**config.mk**
```make
export PLATFORM = sky130hd
export DESIGN_NAME = lcd_serial_frame_sequencer
export DESIGN_NICKNAME = d
export VERILOG_FILES = /design/src/hdl/lsfs_pkg.sv /design/src/hdl/lcd_serial_frame_sequencer.sv /design/src/hdl/lsfs_frame_decode.sv
export SDC_FILE = /design/constraint.sdc
export NUM_CORES = 1
export LEC_CHECK = 0
export BUFFER_PORTS_ARGS = -buffer_cell sky130_fd_sc_hd__buf_4
export CAP_MARGIN = 5
export CORE_AREA = 2 2 89 65
export CTS_CLUSTER_DIAMETER = 150
export DETAILED_ROUTE_END_ITERATION = 6
export DIE_AREA = 0 0 91 67
export GPL_TIMING_DRIVEN = 0
export PLACE_DENSITY = 0.72
export SYNTH_ARGS = -nofsm -noshare
export SYNTH_HDL_FRONTEND = slang
export SYNTH_SLANG_ARGS = --single-unit
```
**constraint.sdc**
```tcl
create_clock -name clk -period 4.4 [get_ports clk]
set_input_delay 0.88 -clock clk [delete_from_list [all_inputs] [get_ports clk]]
set_output_delay 0.88 -clock clk [all_outputs]
set_load 0.005 [all_outputs]
```
**src/hdl/lsfs_pkg.sv**
```systemverilog
// Types and constants shared by the serial LCD frame sequencer.
// No dependencies; used by every module of the block.
`default_nettype none

package lsfs_pkg;

  // Request codes
  localparam logic [2:0] OP_BITMAP = 3'd0;
  localparam logic [2:0] OP_CMD    = 3'd1;
  localparam logic [2:0] OP_DATA   = 3'd2;
  localparam logic [2:0] OP_INIT   = 3'd3;
  localparam logic [2:0] OP_CLEAR  = 3'd4;

  // Sync bytes and nibble masks
  localparam logic [7:0] SYNC_CMD  = 8'hF8;
  localparam logic [7:0] SYNC_DATA = 8'hFA;
  localparam logic [7:0] HI_MASK   = 8'hF0;
  localparam logic [7:0] LO_MASK   = 8'h0F;

  // Display commands
  localparam logic [7:0] CMD_EXT_MODE  = 8'h34;
  localparam logic [7:0] CMD_BASIC     = 8'h30;
  localparam logic [7:0] CMD_GFX_ON    = 8'h36;
  localparam logic [7:0] CMD_ADDR_BASE = 8'h80;
  localparam logic [7:0] CMD_X_LOWER   = 8'h88;
  localparam logic [7:0] CMD_DISP_ON   = 8'h0C;
  localparam logic [7:0] CMD_CLR       = 8'h01;
  localparam logic [7:0] CMD_ENTRY     = 8'h06;

  localparam int unsigned FRAME_MAX = 5;   // frames one item can cause
  localparam logic [5:0] ROW_LAST = 6'd63;
  localparam logic [3:0] COL_LAST = 4'd15;

  typedef struct packed {
    logic [2:0] opcode;
    logic [7:0] value;
  } in_item_t;

  typedef struct packed {
    logic [7:0] out_byte;
    logic       is_last;
  } out_item_t;

  typedef struct packed {
    logic       is_data;
    logic [7:0] payload;
  } frame_t;

  typedef struct packed {
    frame_t [FRAME_MAX-1:0] frames;
    logic   [2:0]           count;   // 0 means no output
  } plan_t;

endpackage

`default_nettype wire

```
**src/hdl/lcd_serial_frame_sequencer.sv**
```systemverilog
// Serial LCD frame sequencer: expands display requests into the serial byte
// stream. Depends on lsfs_pkg and lsfs_frame_decode.
//
// Input channel in_valid/in_ready/in_data carries one request per item
// (opcode, value). Output channel out_valid/out_ready/out_data carries one
// byte per item, with is_last set on the final byte of each request.
// Each command or data byte goes out as three bytes: sync, high nibble,
// low nibble shifted up. A request is decoded at acceptance into a frame
// list held in a plan register; the plan is walked one byte per cycle into
// the output register while the output side is free.
// The first byte passes through the plan register and then the output
// register. Throughput: one output byte per cycle while the output side is
// free, so a request sends 3 bytes per frame (3 to 15 bytes); a plain bitmap
// byte sends 3, a row start 15, about 4 averaged over a full screen. The next
// request is taken in the cycle the last byte moves to the output register.
// Undefined opcodes are accepted and produce nothing.
// Reset clears the row and column counters and drops any pending bytes.
// When the receiver stalls, the output register holds its byte and the plan
// waits; in_ready drops once the plan is busy.
`default_nettype none

module lcd_serial_frame_sequencer (
  input  wire  logic                clk,
  input  wire  logic                rst,
  input  wire  logic                in_valid,
  output logic                      in_ready,
  input  wire  lsfs_pkg::in_item_t  in_data,
  output logic                      out_valid,
  input  wire  logic                out_ready,
  output lsfs_pkg::out_item_t       out_data
);

  logic [5:0]       row_index;
  logic [3:0]       column_index;
  logic [5:0]       row_index_next;
  logic [3:0]       column_index_next;
  lsfs_pkg::plan_t  dec_plan;

  lsfs_pkg::plan_t  plan;
  logic             plan_valid;
  logic [2:0]       frame_idx;
  logic [1:0]       phase;

  lsfs_pkg::frame_t cur_frame;
  logic [7:0]       cur_byte;
  logic             plan_last;
  logic             out_free;
  logic             advance;
  logic             accept;
  logic             load_plan;

  lsfs_frame_decode u_decode (
    .item              (in_data),
    .row_index         (row_index),
    .column_index      (column_index),
    .plan              (dec_plan),
    .row_index_next    (row_index_next),
    .column_index_next (column_index_next)
  );

  always_comb begin
    cur_frame = plan.frames[frame_idx];
    case (phase)
      2'd0:    cur_byte = cur_frame.is_data ? lsfs_pkg::SYNC_DATA : lsfs_pkg::SYNC_CMD;
      2'd1:    cur_byte = cur_frame.payload & lsfs_pkg::HI_MASK;
      default: cur_byte = {cur_frame.payload[3:0] & lsfs_pkg::LO_MASK[3:0], 4'd0};
    endcase
    plan_last = (frame_idx == plan.count - 3'd1) && (phase == 2'd2);
    out_free  = !out_valid || out_ready;
    advance   = plan_valid && out_free;
    in_ready  = !plan_valid || (advance && plan_last);
    accept    = in_valid && in_ready;
    load_plan = accept && (dec_plan.count != 3'd0);
  end

  always_ff @(posedge clk) begin
    if (rst) begin
      row_index    <= 6'd0;
      column_index <= 4'd0;
      plan_valid   <= 1'b0;
      out_valid    <= 1'b0;
      frame_idx    <= 3'd0;
      phase        <= 2'd0;
    end else begin
      if (advance) begin
        out_valid         <= 1'b1;
        out_data.out_byte <= cur_byte;
        out_data.is_last  <= plan_last;
        if (!plan_last) begin
          if (phase == 2'd2) begin
            phase     <= 2'd0;
            frame_idx <= frame_idx + 3'd1;
          end else begin
            phase <= phase + 2'd1;
          end
        end
      end else if (out_ready) begin
        out_valid <= 1'b0;
      end

      // a new plan loads when no plan is held or while the old one hands off its last byte
      if (load_plan) begin
        plan       <= dec_plan;
        plan_valid <= 1'b1;
        frame_idx  <= 3'd0;
        phase      <= 2'd0;
      end else if (advance && plan_last) begin
        plan_valid <= 1'b0;
      end

      if (accept) begin
        row_index    <= row_index_next;
        column_index <= column_index_next;
      end
    end
  end

endmodule

`default_nettype wire

```
**src/hdl/lsfs_frame_decode.sv**
```systemverilog
// Turns one request plus the bitmap position into a list of frames and the
// next bitmap position. Purely combinational. Depends on lsfs_pkg.
`default_nettype none

module lsfs_frame_decode (
  input  wire  lsfs_pkg::in_item_t item,
  input  wire  logic [5:0]         row_index,
  input  wire  logic [3:0]         column_index,
  output lsfs_pkg::plan_t          plan,
  output logic [5:0]               row_index_next,
  output logic [3:0]               column_index_next
);

  function automatic lsfs_pkg::frame_t cmd(input logic [7:0] b);
    lsfs_pkg::frame_t f;
    f.is_data = 1'b0;
    f.payload = b;
    return f;
  endfunction

  logic [7:0]        y_cmd;
  logic [7:0]        x_cmd;
  lsfs_pkg::frame_t  data_frame;
  logic              wrap;

  always_comb begin
    y_cmd = lsfs_pkg::CMD_ADDR_BASE | {3'd0, row_index[4:0]};
    x_cmd = row_index[5] ? lsfs_pkg::CMD_X_LOWER : lsfs_pkg::CMD_ADDR_BASE;
    data_frame.is_data = 1'b1;
    data_frame.payload = item.value;
    wrap = (column_index == lsfs_pkg::COL_LAST) && (row_index == lsfs_pkg::ROW_LAST);

    plan.frames       = '0;
    plan.count        = 3'd0;
    row_index_next    = row_index;
    column_index_next = column_index;

    case (item.opcode)
      lsfs_pkg::OP_BITMAP: begin
        if (column_index == 4'd0) begin
          // row header, then the byte
          plan.frames[0] = cmd(lsfs_pkg::CMD_EXT_MODE);
          plan.frames[1] = cmd(y_cmd);
          plan.frames[2] = cmd(x_cmd);
          plan.frames[3] = cmd(lsfs_pkg::CMD_BASIC);
          plan.frames[4] = data_frame;
          plan.count     = 3'd5;
        end else if (wrap) begin
          plan.frames[0] = data_frame;
          plan.frames[1] = cmd(lsfs_pkg::CMD_EXT_MODE);
          plan.frames[2] = cmd(lsfs_pkg::CMD_GFX_ON);
          plan.count     = 3'd3;
        end else begin
          plan.frames[0] = data_frame;
          plan.count     = 3'd1;
        end
        column_index_next = column_index + 4'd1;
        if (column_index == lsfs_pkg::COL_LAST) begin
          row_index_next = row_index + 6'd1;
        end
      end
      lsfs_pkg::OP_CMD: begin
        plan.frames[0] = cmd(item.value);
        plan.count     = 3'd1;
      end
      lsfs_pkg::OP_DATA: begin
        plan.frames[0] = data_frame;
        plan.count     = 3'd1;
      end
      lsfs_pkg::OP_INIT: begin
        plan.frames[0] = cmd(lsfs_pkg::CMD_BASIC);
        plan.frames[1] = cmd(lsfs_pkg::CMD_DISP_ON);
        plan.frames[2] = cmd(lsfs_pkg::CMD_CLR);
        plan.frames[3] = cmd(lsfs_pkg::CMD_ENTRY);
        plan.count     = 3'd4;
      end
      lsfs_pkg::OP_CLEAR: begin
        plan.frames[0] = cmd(lsfs_pkg::CMD_BASIC);
        plan.frames[1] = cmd(lsfs_pkg::CMD_CLR);
        plan.count     = 3'd2;
      end
      default: begin
        plan.count = 3'd0;
      end
    endcase
  end

endmodule

`default_nettype wire

```
# Word-level counts from Yosys, hierarchy flattened
# Index checks and enable logic that the tools add are counted.
totals:
  regBits: 74
  in_bits: 15
  output_inout_bits: 11
  elab_cells: 80
op_classes:
  add_sub_neg: 5
  n_lt_le_gt_ge: 1
  eq_ne: 9
  mux: 18
  n_bitwise: 2
  n_reduce_logical: 26
ops:
  columns: ["cell", "n"]
  rows:
  - ["18-bit one-hot mux with 2 select lines", 1]
  - ["9-bit one-hot mux with 4 select lines", 1]
  - ["29-bit 2-to-1 mux", 1]
  - ["9-bit binary-select mux with 3-bit select", 1]
  - ["9-bit one-hot mux with 3 select lines", 1]
  - ["18-bit 2-to-1 mux", 1]
  - ["8-bit one-hot mux with 2 select lines", 1]
  - ["15-bit 2-to-1 mux", 1]
  - ["3-bit one-hot mux with 4 select lines", 1]
  - ["2-bit AND reduction", 5]
  - ["9-bit 2-to-1 mux", 1]
  - ["6-bit by 1-bit adder with 6-bit output, second input constant", 1]
  - ["3-bit by 2-bit equality test with 1-bit output, second input constant", 2]
  - ["6-bit equality test, second input constant", 1]
  - ["1-bit logical AND", 6]
  - ["2-bit 2-to-1 mux", 3]
  - ["3-bit AND reduction", 2]
  - ["2-bit OR reduction", 3]
  - ["4-bit by 1-bit adder with 4-bit output, second input constant", 1]
  - ["4-bit equality test, second input constant", 1]
  - ["4-bit logical NOT", 1]
  - ["3-bit by 4-bit < comparator with 1-bit output, second input constant", 1]
  - ["1-bit 2-to-1 mux", 4]
  - ["4-bit 2-to-1 mux", 1]
  - ["15 further kinds", 19]

# Longest topological paths before layout
depth:
  word_depth: 8
  mapped_depth: 9
  mapped_depth_nobuf: 7

# Hierarchy
# From an unflattened synthesis, not the netlist that was laid out.
hier_totals:
  cells_unflattened: 265
  hier_area_um2: 3478.3
modules_own_cells:
  columns: ["module", "n_inst", "cells_each", "area_each_um2", "seq_area_each_um2"]
  rows:
  - ["lcd_serial_frame_sequencer", 1, 165, 2810.2, 1991.9]
  - ["lsfs_frame_decode", 1, 100, 668.1, 0.0]

# Least setup slack after synthesis
# No wires, ideal clock.
synth_timing:
  kind: "register to register"
  start: "register plan[0] (netlist bit)"
  end: "register plan[0] (netlist bit) (enable)"
  setup_time_ns: 0.458
  t_arrival_ns: 3.882
  required_ns: 3.942
  setup_slack_ns: 0.060
  stages_incl_launch_ff: 9
  path_buffers: 2
  synth_period_minus_slack_ns: 4.340
  path_cell_list: "edfxtp_1 > inv_1 > ha_1 > xor3_1 > nor4_4 > a31oi_1 > buf_2 > clkbuf_1 > nor3_1"
synth_via:
  elab_chain_cells: 8
synth_lines:
  columns: ["item", "line", "rtl"]
  rows:
  - ["start: declaration", "lcd_serial_frame_sequencer.sv:39", "lsfs_pkg::plan_t plan;"]
  - ["start signal: assignment", "lcd_serial_frame_sequencer.sv:103", "plan <= dec_plan;"]
  - ["3-bit by 1-bit subtractor with 3-bit output", "lcd_serial_frame_sequencer.sv:68", "plan_last = (frame_idx == plan.count - 3'd1) && (phase == 2'd2);"]
  - ["3-bit equality test", "lcd_serial_frame_sequencer.sv:68", null]
  - ["1-bit logical AND", "lcd_serial_frame_sequencer.sv:68", null]
  - ["named net plan_last", "lcd_serial_frame_sequencer.sv:46", "logic plan_last;"]
  - ["1-bit logical AND", "lcd_serial_frame_sequencer.sv:71", "in_ready = !plan_valid || (advance && plan_last);"]
  - ["1-bit logical OR", "lcd_serial_frame_sequencer.sv:71", null]
  - ["1-bit logical AND", "lcd_serial_frame_sequencer.sv:72", "accept = in_valid && in_ready;"]
  - ["1-bit logical AND", "lcd_serial_frame_sequencer.sv:73", "load_plan = accept && (dec_plan.count != 3'd0);"]
  - ["2-bit AND reduction (no source line)", null, null]
# The timed path passes the listed nets, and every way through them passes these cells.
# A chain may end at the register's enable or synchronous reset.

# Worst setup path in the final report
layout_timing:
  start: "register plan[0] (netlist bit)"
  end: "register plan[40] (netlist bit) (enable)"
# Same word-level chain as after synthesis.

==> impl_results.md <==
* Post-route ant nets at 0
* Chip Height at 67 um
* Global-route wire length before repair at 9211 um
* Top_reg_cell synth: edfxtp_1
* RSZ-0062 raised after global routing: false
* Status: finished, final reports clean
* Vias in the first global route at 1836
* Slew Limit Fails at 0
* Area growth syn-to-layout at 14.25%
* Critical Path RT at 4.43 ns
* H-tree depth at 2
* CTS tree: built
* Port bufs at 21
* Post-synth EDFFs at 38
* Final Total Pwr at 0.0009548 W
* Initial core utilization at 0.5244
* Post-synth ARST share at 0
* Pwr/cell area at 307.9 nW/um2
* Worst Max-Slew Pin Slew at 0.6188 ns
* Routed wire length at 5548 um
* Crit path capture type: flip-flop
* Syn Std Cell Area at 2714 um2
* Cell Count Post-Placement at 354
* Vias per std cell at 5.544
* Post-synth cell types at 43
* Sequential area share after synthesis at 0.5459
* Antenna violations before repair at 0
* Via count at 2007
* Flop2flop setup slack at 1.04 ns
* Fillers at 479
* CTS clk-pin slew, worst paths at 0.09 ns
* Drt first-iter violations at 151
* Clk_lat worst skew at 0.31 ns
* Die X at 91 um
* Maximum clock frequency at 297.6 MHz
* Avg WL per Cell at 15.33 um
* Syn avg cell area at 10.52 um2
* Crit path launch type: flip-flop
* DRC violations left at 0
* Setup Viol. Count Final at 0
* Min-Delay Path Class: flip-flop to flip-flop
* Die Area at 6097 um2
* Drt pass-1 iters at 4
* Clk buf depth at 2
* GR Overflow Total at 0
* Fin util at 0.5991
* Synth warn at 0
* Row Count at 22
* CTS root buffer: clkbuf_8
* Fin crit share at 0.7637
* CORE AREA at 5175 um2
* Cts bufs inserted at 5
* Post-CTS setup repair buffer count at 0
* Min Tclk post-route at 3.360 ns
* Setup CP Type: flip-flop to flip-flop
* Cts hold-fix bufs at 0
* Peak VDD IR at 0.1485 mV
* Total Routing Usage GR at 0.1986
* Clk sinks at 55
* Synthesis-stage register bit count at 55
* Final Skew at 0.007691 ns
* Largest fanout on the critical path at 13
* Fin. Hold Viols at 0
* Nets at 309
* WP data arrival at 3.39 ns
* Antenna cell count at 0
* FF+latch area at 1481 um2
* I/O pins at 26
* Final Non-Filler Cells at 362
* Leakage at 1.146 nW
* Multi-input gate area at 1109 um2
* Quantity of gates resized following cts at 0
* WHS at 0.5055 ns
* Placer's final routability congestion estimate at 0.8498
* Share of layout cells above drive strength 1 at 0.1517
* Largest net degree at the start of global routing at 17
* Detailed placement HPWL at 4110 um
* Max_cap viols at 0
* Post-synthesis cell count at 258
* Rel. slew slack at 0.5838
-- layout make-up --
type                    count  area share
flip-flops and latches     55      0.4778
multi-input cells         172      0.3575
repair buffers             23     0.05932
clock buffers               7     0.03107
well taps                  72     0.02906
plain buffers              20     0.02825
inverters                  12     0.01453
clock inverters             1    0.002421
-- layer usage --
layer / vias up / global-route usage / share of wire
met5: - / 0 / 0
met4: 0 / 0.04545 / 0.010
met3: 6 / 0.04751 / 0.036
met2: 44 / 0.3111 / 0.44
met1: 965 / 0.2818 / 0.52
li1: 992 / - / -
-- cell families (layout without fill, tap and decap cells) --
family	Yosys count	in the layout	synth area share
other	1	2	0.001382
AO/OA/AOI/OAI	56	56	0.1245
buffers and inverters	32	63	0.04886
flip-flops	55	55	0.5459
adder cells (fa/ha/maj)	5	5	0.02305
AND/OR/NAND/NOR	93	93	0.1840
XOR/XNOR	5	5	0.02167
multiplexers	11	11	0.05071
-- state kept, by name, summed over array words and instances, names as in the netlist --
register,count
plan,31
out_data,7
row_index,6
column_index,4
frame_idx,3
phase,2
out_valid,1
plan_valid,1
-- per-stage QoR --
step / area, um2 / worst slack (ns) / TNS [ns]
2_1_floorplan: 2718 / 0.05955 / 0
3_3_place_gp: 2965 / -1.065 / -32.98
3_5_place_dp: 2997 / 1.073 / 0
4_1_cts: 3100 / 1.053 / 0
5_1_grt: 3100 / 0.8285 / 0
6_report: 3100 / 1.040 / 0
-- placed cells by master, fill, tap and decap left out, types with 3 or more instances in the layout --
| master | instances |
|---|---|
| a21oi_1 | 23 |
| and2_1 | 6 |
| nor3_1 | 5 |
| and3_1 | 11 |
| o31ai_1 | 5 |
| buf_4 | 23 |
| or4_1 | 6 |
| mux2i_1 | 7 |
| edfxtp_1 | 38 |
| ha_1 | 5 |
| inv_1 | 12 |
| clkbuf_8 | 7 |
| o21ai_0 | 11 |
| clkbuf_1 | 12 |
| nand3_1 | 9 |
| nand2_1 | 17 |
| xnor2_1 | 4 |
| buf_2 | 3 |
| nand2b_1 | 9 |
| dfxtp_1 | 17 |
| nor2_1 | 18 |
| a31oi_1 | 3 |
| or3_1 | 4 |
-- worst max-delay path: stages, from the launching register on --
cell and delay [ns]:
edfxtp_1 0.41, inv_1 0.06, ha_1 0.21, xor3_1 0.39
nor4_4 0.31, a31oi_1 0.23, buf_2 0.23, clkbuf_1 0.26
nor3_2 0.54, buf_6 0.26, buf_8 0.17
-- Yosys cell counts (all sizes together), types with 6 or more instances --
cell    instances  area (um2)
nand2b          9       56.30
mux2i           7       70.07
inv            12       45.04
clkbuf         13       50.04
and2            6       37.54
nand3           9       45.04
a21oi          23       115.1
dfxtp          17       340.3
and3           11       68.82
or4             6       45.04
nor2           18       67.56
edfxtp         38        1141
nand2          17       63.81
buf             7       37.53
o21ai          11       55.05
nor3            6       30.03
-- path summary, 6_finish.rpt --
path | from | to | cells after the start
max | plan[0]$_DFFE_PP_ | plan[40]$_SDFFCE_PN0P_ | 10
min | row_index[5]$_SDFFE_PP0P_ | row_index[5]$_SDFFE_PP0P_ | 2
max reg2reg | plan[0]$_DFFE_PP_ | plan[40]$_SDFFCE_PN0P_ | 10
min reg2reg | row_index[5]$_SDFFE_PP0P_ | row_index[5]$_SDFFE_PP0P_ | 2
-- report_power, final --
group / switching, W / leakage (nW) / internal (W)
Sequential: 0.00000497 / 0.501 / 0.000565
Clock: 0.000163 / 0.0505 / 0.000143
Combinational: 0.0000464 / 0.594 / 0.0000323
Power figures use the tool's default switching activity.
